### config.mk
export PLATFORM = sky130hd
export DESIGN_NAME = mofb_queue
export DESIGN_NICKNAME = d
export VERILOG_FILES = /design/src/rtl/mofb_pkg.sv /design/src/rtl/mofb_queue.sv
export SDC_FILE = /design/constraint.sdc
export NUM_CORES = 1
export LEC_CHECK = 0
export BUFFER_PORTS_ARGS = -buffer_cell sky130_fd_sc_hd__buf_2
export CAP_MARGIN = 15
export CORE_MARGIN = 3
export CORE_UTILIZATION = 56
export CTS_CLUSTER_SIZE = 40
export DETAILED_ROUTE_END_ITERATION = 7
export GPL_TIMING_DRIVEN = 0
export PLACE_DENSITY = 0.84
export SKIP_CTS_REPAIR_TIMING = 1
export SYNTH_ARGS = -nofsm -noshare
export SYNTH_HDL_FRONTEND = slang
export SYNTH_SLANG_ARGS = --single-unit
### constraint.sdc
create_clock -name i_clk -period 7.9 [get_ports i_clk]
set_input_delay 0.395 -clock i_clk [delete_from_list [all_inputs] [get_ports i_clk]]
set_output_delay 0.395 -clock i_clk [all_outputs]
set_load 0.02 [all_outputs]
### src/rtl/mofb_pkg.sv
// shared types and constants for the monochrome frame store with fill and scanout
// no dependencies
package mofb_pkg;

    localparam int DEF_SCREEN_WIDTH = 128;
    localparam int DEF_PAGE_COUNT   = 4;
    localparam int MAX_ROWS         = 64;
    localparam int COL_BITS         = 9;
    localparam int QUEUE_DEPTH      = 2;

    localparam logic [7:0] CMD_SET_PAGE = 8'h22;
    localparam logic [7:0] CMD_COL_LOW  = 8'h00;
    localparam logic [7:0] CMD_COL_HIGH = 8'h10;

    typedef enum logic [1:0] {
        KIND_FILL  = 2'd0,
        KIND_CLEAR = 2'd1,
        KIND_READ  = 2'd2
    } t_kind;

    typedef enum logic [1:0] {
        OP_FILL,
        OP_CLEAR,
        OP_READ
    } t_op;

    typedef enum logic [1:0] {
        BS_IDLE,
        BS_FILL,
        BS_RDWAIT
    } t_bstate;

    // one queued job: fill span, clear, or one refresh byte
    typedef struct packed {
        t_op                   op;
        logic [COL_BITS-1:0]   x_lo;
        logic [COL_BITS-1:0]   x_hi;
        logic [MAX_ROWS-1:0]   mask;
        logic                  rd_cmd;
        logic [7:0]            rd_byte;
        logic [2:0]            rd_page;
        logic                  frame_end;
    } t_cmd;

    typedef struct packed {
        logic valid;
        logic full;
    } t_qstat;

endpackage

### src/rtl/mofb_queue.sv
// short job queue between front and back ends
// depends on mofb_pkg
module mofb_queue #(
    parameter int DEPTH = mofb_pkg::QUEUE_DEPTH
) (
    input  logic              i_clk,
    input  logic              i_rst_n,
    input  logic              i_push,
    input  mofb_pkg::t_cmd    i_cmd,
    input  logic              i_pop,
    output mofb_pkg::t_cmd    o_cmd,
    output mofb_pkg::t_qstat  o_qstat
);
    import mofb_pkg::*;

    localparam int PTR_W = (DEPTH > 1) ? $clog2(DEPTH) : 1;
    localparam int CNT_W = $clog2(DEPTH + 1);

    t_cmd             r_entry [DEPTH];
    logic [PTR_W-1:0] r_wp, r_rp;
    logic [CNT_W-1:0] r_cnt;

    assign o_cmd         = r_entry[r_rp];
    assign o_qstat.valid = (r_cnt != '0);
    assign o_qstat.full  = (r_cnt == CNT_W'(DEPTH));

    always_ff @(posedge i_clk) begin
        if (i_push) begin
            r_entry[r_wp] <= i_cmd;
        end
    end

    always_ff @(posedge i_clk) begin
        if (!i_rst_n) begin
            r_wp  <= '0;
            r_rp  <= '0;
            r_cnt <= '0;
        end else begin
            if (i_push) begin
                r_wp <= (r_wp == PTR_W'(DEPTH - 1)) ? '0 : r_wp + 1'b1;
            end
            if (i_pop) begin
                r_rp <= (r_rp == PTR_W'(DEPTH - 1)) ? '0 : r_rp + 1'b1;
            end
            r_cnt <= r_cnt + CNT_W'(i_push) - CNT_W'(i_pop);
        end
    end

endmodule

==> flow_summary_export.csv <==
group,metric,value,unit
status,outcome,"finished, final reports clean",
setup_path,rr_worst_depth,2,
grt,antenna_found_initial,1,
synthesis,synth_edf_count,194,
sta,setup_viol,0,
synthesis,yosysSeqAreaShare,0.8068,
floorplan,die_x,120.5,um
sta,worst_slew_margin_rel,0.5335,
cts,clk_latency,0.41,ns
power_and_ir_drop,seqPwrFrac,0.513,
setup_path,cp_max_fo,10,
power_and_ir_drop,p_leak,3.588,nW
grt,overflow,0,
synthesis,yosys.cell_types.count,14,
sta,fin_tns_setup,0,ns
floorplan,die_y,120.5,um
power_and_ir_drop,power,2.405,mW
drt,vias_per_cell,5.073,
sta,fin_crit_sh,0.2694,
synthesis,ys.flop_type,"edfxtp_1",
cts,cts_buffers,17,
sta,clock_skew,0.005970,ns
power_and_ir_drop,ir_worst_vdd,184.4,uV
synthesis,synth_top_cell_by_area,"edfxtp_1",
drt,num_vias,3708,
setup_path,end_kind,"output pin",
power_and_ir_drop,p_per_area,259.4,nW/um2
placement,place.gp.congestion,0.7180,
synthesis,netlist_area,7345,um2
floorplan,io_pins,200,
setup_path,critPathCapture,"o_cmd[73]",
sta,slew_viol_final,0,
drt,drcViolationCount,0,
power_and_ir_drop,switchingPower,0.5256,mW
drt,wire_per_inst,18.04,um
cts,cts_root_buffer,"clkbuf_16",
synthesis,synthArstFlopShare,0,
synthesis,synth.area.top_cells,"edfxtp_1 79%, mux2_2 10%, mux2_4 6.1%",
placement,dp_hpwl,9245,um
final_layout,nFillCells,802,
setup_path,regToRegSetupSlack,6.19,ns
sta,whs,0.1628,ns
worst_hold_path,hp-class,"primary input to flip-flop",
placement,dpl.cell_count,698,
synthesis,synth-seq-cells,199,
setup_path,rr_startpoint,"r_wp$_SDFFE_PN0P_",
sta,setup_ws,5.772,ns
cts,cts_tree,"built",
final_layout,design_area,9269,um2
floorplan,core,12720,um2
floorplan,die_area,14530,um2
final_layout,instances_no_fill,731,
cts,cts.sinks,199,
drt,first_iter_violations,204,
synthesis,yosys_warnings,0,
synthesis,synthesis.nets,426,
power_and_ir_drop,internal_power,1.879,mW
setup_path,rr_endpoint,"r_entry[1][72]$_DFFE_PP_",
power_and_ir_drop,p_comb_frac,0.128,
floorplan,num_rows,41,
grt,grt_pass1_wl,20250,um
placement,placed_cell_area,8661,um2
grt,first_global_vias,3990,
final_layout,final-seq-area,5926,um2
sta,fmax,469.8,MHz
sta,hold_viol,0,
grt,grt_max_degree,50,
worst_hold_path,holdPathStages,1,
sta,period_needed,2.128,ns
setup_path,crit_arrival,1.73,ns
drt,ant_nets,0,
power_and_ir_drop,pwr-share-clk,0.359,
drt,routed_wl,13190,um
sta,rsz0062_at_grt,"false",
placement,portBuffers,199,
final_layout,final_core_util,0.7286,
placement,place_worst_setup_slack,6.024,ns
job,drv_cap,0,
setup_path,path_class,"flip-flop to output pin",
final_layout,synthToLayoutAreaGrowth,26.20,%
grt,grt_use_total,0.1850,
synthesis,synthCells,323,
final_layout,num-nets-final,648,
drt,drt-pass1-iter-count,5,
cts,cts.htree.levels,4,
synthesis,yosys.area.top_type_share,0.7932,
setup_path,start_kind,"flip-flop",
floorplan,initial_core_util,0.5773,
cts,clock_path_buffers,2,
power_and_ir_drop,switching_share,0.2186,
synthesis,synth_common_cells,"194 x edfxtp_1, 67 x mux2_2, 30 x mux2_4",
final_layout,multi_input_area,1335,um2
synthesis,syn_area_per_cell,22.74,um2
sta,tightest_slew,0.6997,ns
synthesis,synth_most_common_cell,"edfxtp_1",
worst_hold_path,worst_hold_startpoint,"i_cmd[18]",
setup_path,cp.required,7.51,ns
final_layout,layout-drive-gt1-share,0.6129,
cts,clk_pin_slew_worst_paths,0.06,ns
==> final cells by class <==
type                    instances  area share
multi-input cells             111      0.1440
repair buffers                203      0.1177
plain buffers                  11    0.009314
flip-flops and latches        199      0.6393
inverters                       2   0.0008099
diodes                          1   0.0002700
clock inverters                 8     0.01336
well taps                     172     0.02322
clock buffers                  24     0.05197
==> flip-flops by register name (all words and copies together), names as in the netlist, named ones only <==
| register | flops |
|---|---|
| r_entry | 194 |
| r_wp | 1 |
| r_cnt | 2 |
| r_rp | 1 |
==> power by group through the flow <==
| stage | Combinational (mW) | Sequential (mW) | Clock (mW) |
|---|---|---|---|
| after floorplan | 0.197 | 1.26 | 0 |
| after global placement | 0.294 | 1.26 | 0 |
| final | 0.307 | 1.23 | 0.863 |
| after detailed placement | 0.310 | 1.26 | 0 |
| after CTS | 0.312 | 1.24 | 0.878 |
| after global routing | 0.329 | 1.24 | 0.917 |
==> logic make-up (layout without fill, tap and decap cells) <==
family                   Yosys count  after routing  synth area share
XOR/XNOR                           2              2          0.004259
multiplexers                      97             97            0.1641
AO/OA/AOI/OAI                      1              1          0.001023
buffers and inverters             13            248           0.01278
other                              0              1                 0
AND/OR/NAND/NOR                    9              9          0.007666
flip-flops                       199            199            0.8068
adder cells (fa/ha/maj)            2              2          0.003407
==> metal layers <==
layer,GRT usage,wire (um)
met5,0,0
met4,0.08144,285
met3,0.06969,1115
met2,0.3203,6876
met1,0.2036,4912
==> worst max-delay path: stages (launching register included) <==
cell and delay, ns:
dfxtp_1 0.33, buf_6 0.13, buf_6 0.18, buf_6 0.20, mux2_4 0.32, buf_2 0.16
==> cell usage in the layout, fill, tap and decap left out, types with 3 or more instances in the layout <==
cell type  Yosys  routed
and2_1         4       3
buf_2          6     205
buf_6          5       5
bufinv_16      0       3
clkbuf_1       0       4
clkbuf_16      0      17
clkbuf_8       0       3
dfxtp_1        5       5
edfxtp_1     194     194
mux2_2        67      67
mux2_4        30      30
nor2b_1        4       3
==> how the worst min path moves through the flow <==
| stage | slack, ns | end |
|---|---|---|
| global placement | 0.57 | r_rp$_SDFFE_PN0P_ |
| detailed placement | 0.59 | r_entry[1][49]$_DFFE_PP_ |
| finish | 0.16 | r_entry[1][18]$_DFFE_PP_ |
| CTS | 0.14 | r_entry[1][18]$_DFFE_PP_ |
| global route | 0.15 | r_entry[1][56]$_DFFE_PP_ |
| floorplan | 0.49 | r_entry[0][0]$_DFFE_PP_ |
Note: power is estimated with default switching activity, not from simulation.
