===== src/rtl/mofb_pkg.sv =====
// shared types and constants for the monochrome frame store with fill and scanout
// no dependencies
package mofb_pkg;

    localparam int DEF_SCREEN_WIDTH = 128;
    localparam int DEF_PAGE_COUNT   = 4;
    localparam int MAX_ROWS         = 64;
    localparam int COL_BITS         = 9;
    localparam int QUEUE_DEPTH      = 2;

    localparam logic [7:0] CMD_SET_PAGE = 8'h22;
    localparam logic [7:0] CMD_COL_LOW  = 8'h00;
    localparam logic [7:0] CMD_COL_HIGH = 8'h10;

    typedef enum logic [1:0] {
        KIND_FILL  = 2'd0,
        KIND_CLEAR = 2'd1,
        KIND_READ  = 2'd2
    } t_kind;

    typedef enum logic [1:0] {
        OP_FILL,
        OP_CLEAR,
        OP_READ
    } t_op;

    typedef enum logic [1:0] {
        BS_IDLE,
        BS_FILL,
        BS_RDWAIT
    } t_bstate;

    // one queued job: fill span, clear, or one refresh byte
    typedef struct packed {
        t_op                   op;
        logic [COL_BITS-1:0]   x_lo;
        logic [COL_BITS-1:0]   x_hi;
        logic [MAX_ROWS-1:0]   mask;
        logic                  rd_cmd;
        logic [7:0]            rd_byte;
        logic [2:0]            rd_page;
        logic                  frame_end;
    } t_cmd;

    typedef struct packed {
        logic valid;
        logic full;
    } t_qstat;

endpackage


===== src/rtl/mofb_front.sv =====
// front end: accepts items, tracks the refresh position, turns items into queue jobs
// except empty fills and unused kinds; depends on mofb_pkg
module mofb_front #(
    parameter int SCREEN_WIDTH = mofb_pkg::DEF_SCREEN_WIDTH,
    parameter int PAGE_COUNT   = mofb_pkg::DEF_PAGE_COUNT
) (
    input  logic              i_clk,
    input  logic              i_rst_n,
    input  logic              i_valid,
    output logic              o_ready,
    input  logic [1:0]        i_kind,
    input  logic [7:0]        i_start_x,
    input  logic [7:0]        i_end_x,
    input  logic [7:0]        i_start_y,
    input  logic [7:0]        i_end_y,
    input  mofb_pkg::t_qstat  i_qstat,
    output logic              o_push,
    output mofb_pkg::t_cmd    o_cmd
);
    import mofb_pkg::*;

    localparam int ROWS  = PAGE_COUNT * 8;
    localparam int PG_W  = (PAGE_COUNT > 1) ? $clog2(PAGE_COUNT) : 1;
    localparam int OFF_W = $clog2(SCREEN_WIDTH + 4);

    logic [PG_W-1:0]     r_page, n_page;
    logic [OFF_W-1:0]    r_off, n_off;
    logic                accept;
    logic                page_last, off_last;
    logic [COL_BITS-1:0] x_hi;
    logic [ROWS-1:0]     mask;
    logic                fill_empty;

    assign o_ready   = !i_qstat.full;
    assign accept    = i_valid && o_ready;
    assign page_last = (r_page == PG_W'(PAGE_COUNT - 1));
    assign off_last  = (r_off == OFF_W'(SCREEN_WIDTH + 3));

    // clip the right edge to the screen
    assign x_hi = ({1'b0, i_end_x} > COL_BITS'(SCREEN_WIDTH)) ? COL_BITS'(SCREEN_WIDTH)
                                                               : {1'b0, i_end_x};

    always_comb begin
        for (int i = 0; i < ROWS; i++) begin
            mask[i] = (COL_BITS'(i) >= {1'b0, i_start_y}) && (COL_BITS'(i) < {1'b0, i_end_y});
        end
    end

    // covers inverted and fully clipped rectangles too
    assign fill_empty = (mask == '0) || ({1'b0, i_start_x} >= x_hi);

    always_comb begin
        o_cmd           = '0;
        o_cmd.op        = OP_FILL;
        o_cmd.x_lo      = {1'b0, i_start_x};
        o_cmd.x_hi      = x_hi;
        o_cmd.mask      = MAX_ROWS'(mask);
        o_cmd.rd_page   = 3'(r_page);
        o_cmd.frame_end = page_last && off_last;
        o_push          = 1'b0;
        n_page          = r_page;
        n_off           = r_off;
        case (i_kind)
            KIND_FILL: begin
                o_push = accept && !fill_empty;
            end
            KIND_CLEAR: begin
                o_cmd.op = OP_CLEAR;
                o_push   = accept;
            end
            KIND_READ: begin
                o_cmd.op = OP_READ;
                o_push   = accept;
                o_cmd.rd_cmd = (r_off < OFF_W'(4));
                case (r_off[1:0])
                    2'd0:    o_cmd.rd_byte = CMD_SET_PAGE;
                    2'd1:    o_cmd.rd_byte = 8'(r_page);
                    2'd2:    o_cmd.rd_byte = CMD_COL_LOW;
                    default: o_cmd.rd_byte = CMD_COL_HIGH;
                endcase
                o_cmd.x_lo = COL_BITS'(r_off) - COL_BITS'(4);
                if (accept) begin
                    if (off_last) begin
                        n_off  = '0;
                        n_page = page_last ? '0 : r_page + 1'b1;
                    end else begin
                        n_off = r_off + 1'b1;
                    end
                end
            end
            default: begin
                o_push = 1'b0;
            end
        endcase
    end

    always_ff @(posedge i_clk) begin
        if (!i_rst_n) begin
            r_page <= '0;
            r_off  <= '0;
        end else begin
            r_page <= n_page;
            r_off  <= n_off;
        end
    end

endmodule


===== config.mk =====
export PLATFORM = sky130hd
export DESIGN_NAME = mofb_front
export DESIGN_NICKNAME = d
export VERILOG_FILES = /design/src/rtl/mofb_pkg.sv /design/src/rtl/mofb_front.sv
export SDC_FILE = /design/constraint.sdc
export NUM_CORES = 1
export LEC_CHECK = 0
export ABC_AREA = 1
export BUFFER_PORTS_ARGS = -buffer_cell sky130_fd_sc_hd__buf_2
export CAP_MARGIN = 20
export CORE_MARGIN = 1.5
export CORE_UTILIZATION = 30
export CTS_CLUSTER_SIZE = 8
export DETAILED_ROUTE_END_ITERATION = 10
export SLEW_MARGIN = 20
export SYNTH_ARGS = -nofsm -noshare
export SYNTH_HDL_FRONTEND = slang
export SYNTH_SLANG_ARGS = --single-unit

===== constraint.sdc =====
create_clock -name i_clk -period 3.8 [get_ports i_clk]
set_clock_uncertainty 0.1 [all_clocks]
set_input_delay 0 -clock i_clk [delete_from_list [all_inputs] [get_ports i_clk]]
set_output_delay 0 -clock i_clk [all_outputs]
set_load 0.02 [all_outputs]

==> impl_metrics.tcl <==
set metrics [dict create \
    r2r-start "r_off[0]" \
    root_buffer "clkbuf_8" \
    hold_class "primary input to flop" \
    dr_wl_met2_mm 3.167 \
    p_per_area_nw_per_um2 169.6 \
    drc 0 \
    grt_pass1_wl_mm 11.03 \
    antenna_cells 0 \
    synth_area_per_cell_um2 5.277 \
    post_cts_buffers 0 \
    required_ns 3.70 \
    numClockSinks 10 \
    core_um2 7807 \
    synth_area_leaders "nand2_1 22%, inv_1 15%, buf_4 12%, ha_1 9.7%, nor2_1 8.3%" \
    cts.htree.levels 1 \
    globalplace.congestion 0.9094 \
    numCtsBuffers 3 \
    row_count 32 \
    worst-path-max-fanout 2 \
    synth_edf_count 0 \
    antenna_left 0 \
    yosysTopAreaCellShare_pct 22.38 \
    period_share_pct 54.62 \
    cp-end-kind "primary output" \
    finalWirelength_mm 6.857 \
    nets 617 \
    vias_per_cell 4.305 \
    ys_types 34 \
    maxCapViolCount 0 \
    min_from "i_valid" \
    synthFlopType "dfxtp_1" \
    dieArea_um2 8713 \
    syn_to_final_growth_pct 19.62 \
    antenna_found_initial 0 \
    clockBufferDepth 2 \
    grt_pass1_vias 2479 \
    synth_seq_cells 10 \
    drt-met1-wl_mm 3.179 \
    drt_iter0_markers 127 \
    fin_crit_ns 2.075 \
    grt_max_degree 17 \
    p_leak_nw 2.127 \
    cts_tree "done" \
    drive_gt1_share_pct 22.04 \
    ir_worst_vdd_uv 195.9 \
    met3_length_um 452 \
    synthCells 464 \
    port_buffers 98 \
    drv_slew 0 \
    status "finished, final reports clean" \
    layout_setup_ws_ns 1.725 \
    cp-startpoint "i_end_x[0]" \
    fin_setup_tns_ns 0 \
    rsz0062_at_grt "false" \
    die_width_um 93.35 \
    stdcell_area_um2 2929 \
    placed_cell_area_um2 2864 \
    finalSetupViolCount 0 \
    worst_ep_arrival_time_ns 1.98 \
    top_layer_used "met4" \
    fmax_mhz 481.8 \
    start_util_pct 31.36 \
    yosys_warnings 0 \
    place_ws_ns 1.738 \
    ys_async_sr_fraction_pct 0 \
    synth_top_cell_by_area "nand2_1" \
    totalPowerFinal_mw 0.4967 \
    dp_hpwl_mm 5.911 \
    ys_seq_area_share_pct 8.176 \
    syn_area_um2 2449 \
    dr.pass1.iters 4 \
    vias 2841 \
    overflow 0 \
    clk_pin_slew_ns 0.05 \
    critPathKind "primary input to primary output" \
    grt_usage_pct 15.56 \
    crit_path_start_kind "primary input" \
    hold_viol_final 0 \
    die_h_um 93.35 \
    routedWlPerCell_um 10.39 \
    io_pins 138 \
    clk_latency_ns 0.25 \
]
repair_timing:
action,CTS,global route
hold buffers,1,0
resized for setup,0,0
endpoints found under the hold margin,5,0
cells in the final DEF (no fill, tap or decap), types with 7 or more instances in the layout:
cell,instances
nand3_1,25
o21ai_0,11
inv_2,7
nor2_1,54
inv_1,96
conb_1,38
nand2_1,146
a21oi_1,9
dfxtp_1,10
ha_1,19
buf_2,98
cells in the mapped netlist (7+ instances only):
master,number
o21ai_0,11
ha_1,19
nor2_1,54
nand3_1,25
buf_4,39
inv_2,7
nand2_1,146
inv_1,96
dfxtp_1,10
a21oi_1,9
worst max-delay path, stage by stage:
cell and delay, ns:
buf_2 0.10, nor4_1 0.27, a31oi_1 0.14, nor2_1 0.19, ha_1 0.26, inv_1 0.05, nand2_1 0.04, nand2_1 0.05
nand2_1 0.04, nand2_1 0.05, nand2_1 0.04, nand2_1 0.05, nand2_1 0.05, nand2_1 0.05, nand2_1 0.06, a21oi_1 0.12
nand2_1 0.09, a21oi_1 0.13, buf_2 0.18
kinds of logic after synthesis:
| group | synth area share (%) |
|---|---|
| AO/OA/AOI/OAI | 6.745 |
| XOR/XNOR | 1.073 |
| adder cells (fa/ha/maj) | 9.709 |
| buffers and inverters | 30.05 |
| flip-flops | 8.176 |
| other | 0.1531 |
| AND/OR/NAND/NOR | 44.10 |
per-stage QoR:
| stage | hold slack, ns | utilization [%] | std cells |
|---|---|---|---|
| 2_1_floorplan | -0.01589 | - | 501 |
| 3_3_place_gp | 0.1503 | 36.68 | 655 |
| 3_5_place_dp | 0.1524 | 36.68 | 655 |
| 4_1_cts | 0.1311 | 37.52 | 660 |
| 5_1_grt | 0.1680 | 37.52 | 660 |
| 6_report | 0.1263 | 37.52 | 660 |
flip-flops by register name, indices dropped and copies added (netlist names):
register / flops
r_off: 8
r_page: 2
power by group:
part           internal, mW  switching, mW
logic                0.0719          0.177
registers             0.106       0.000895
clock network        0.0917         0.0494
metal layers:
layer | track usage (%) | vias to the layer above
met3 | 1.870 | 5
met1 | 21.32 | 1234
met2 | 25.85 | 108
li1 | - | 1494
met4 | 3.535 | 0
met5 | 0 | -
final cells by class:
type | instances | area (um^2)
Clock buffer | 4 | 55.05
Multi-Input combinational cell | 340 | 1652
Sequential cell | 10 | 200.2
Timing Repair Buffer | 99 | 500.5
Inverter | 105 | 394.1
Fill cell | 919 | 4878
Tap cell | 102 | 127.6
final timing paths:
kind | cells past startpoint | to | slack, ns
setup / recovery | 19 | o_push | 1.72
hold / removal | 5 | r_off[0] | 0.13
setup reg to reg | 8 | r_off[7] | 1.93
hold reg to reg | 2 | r_off[3] | 0.46
(Power assumes the default switching activity.)
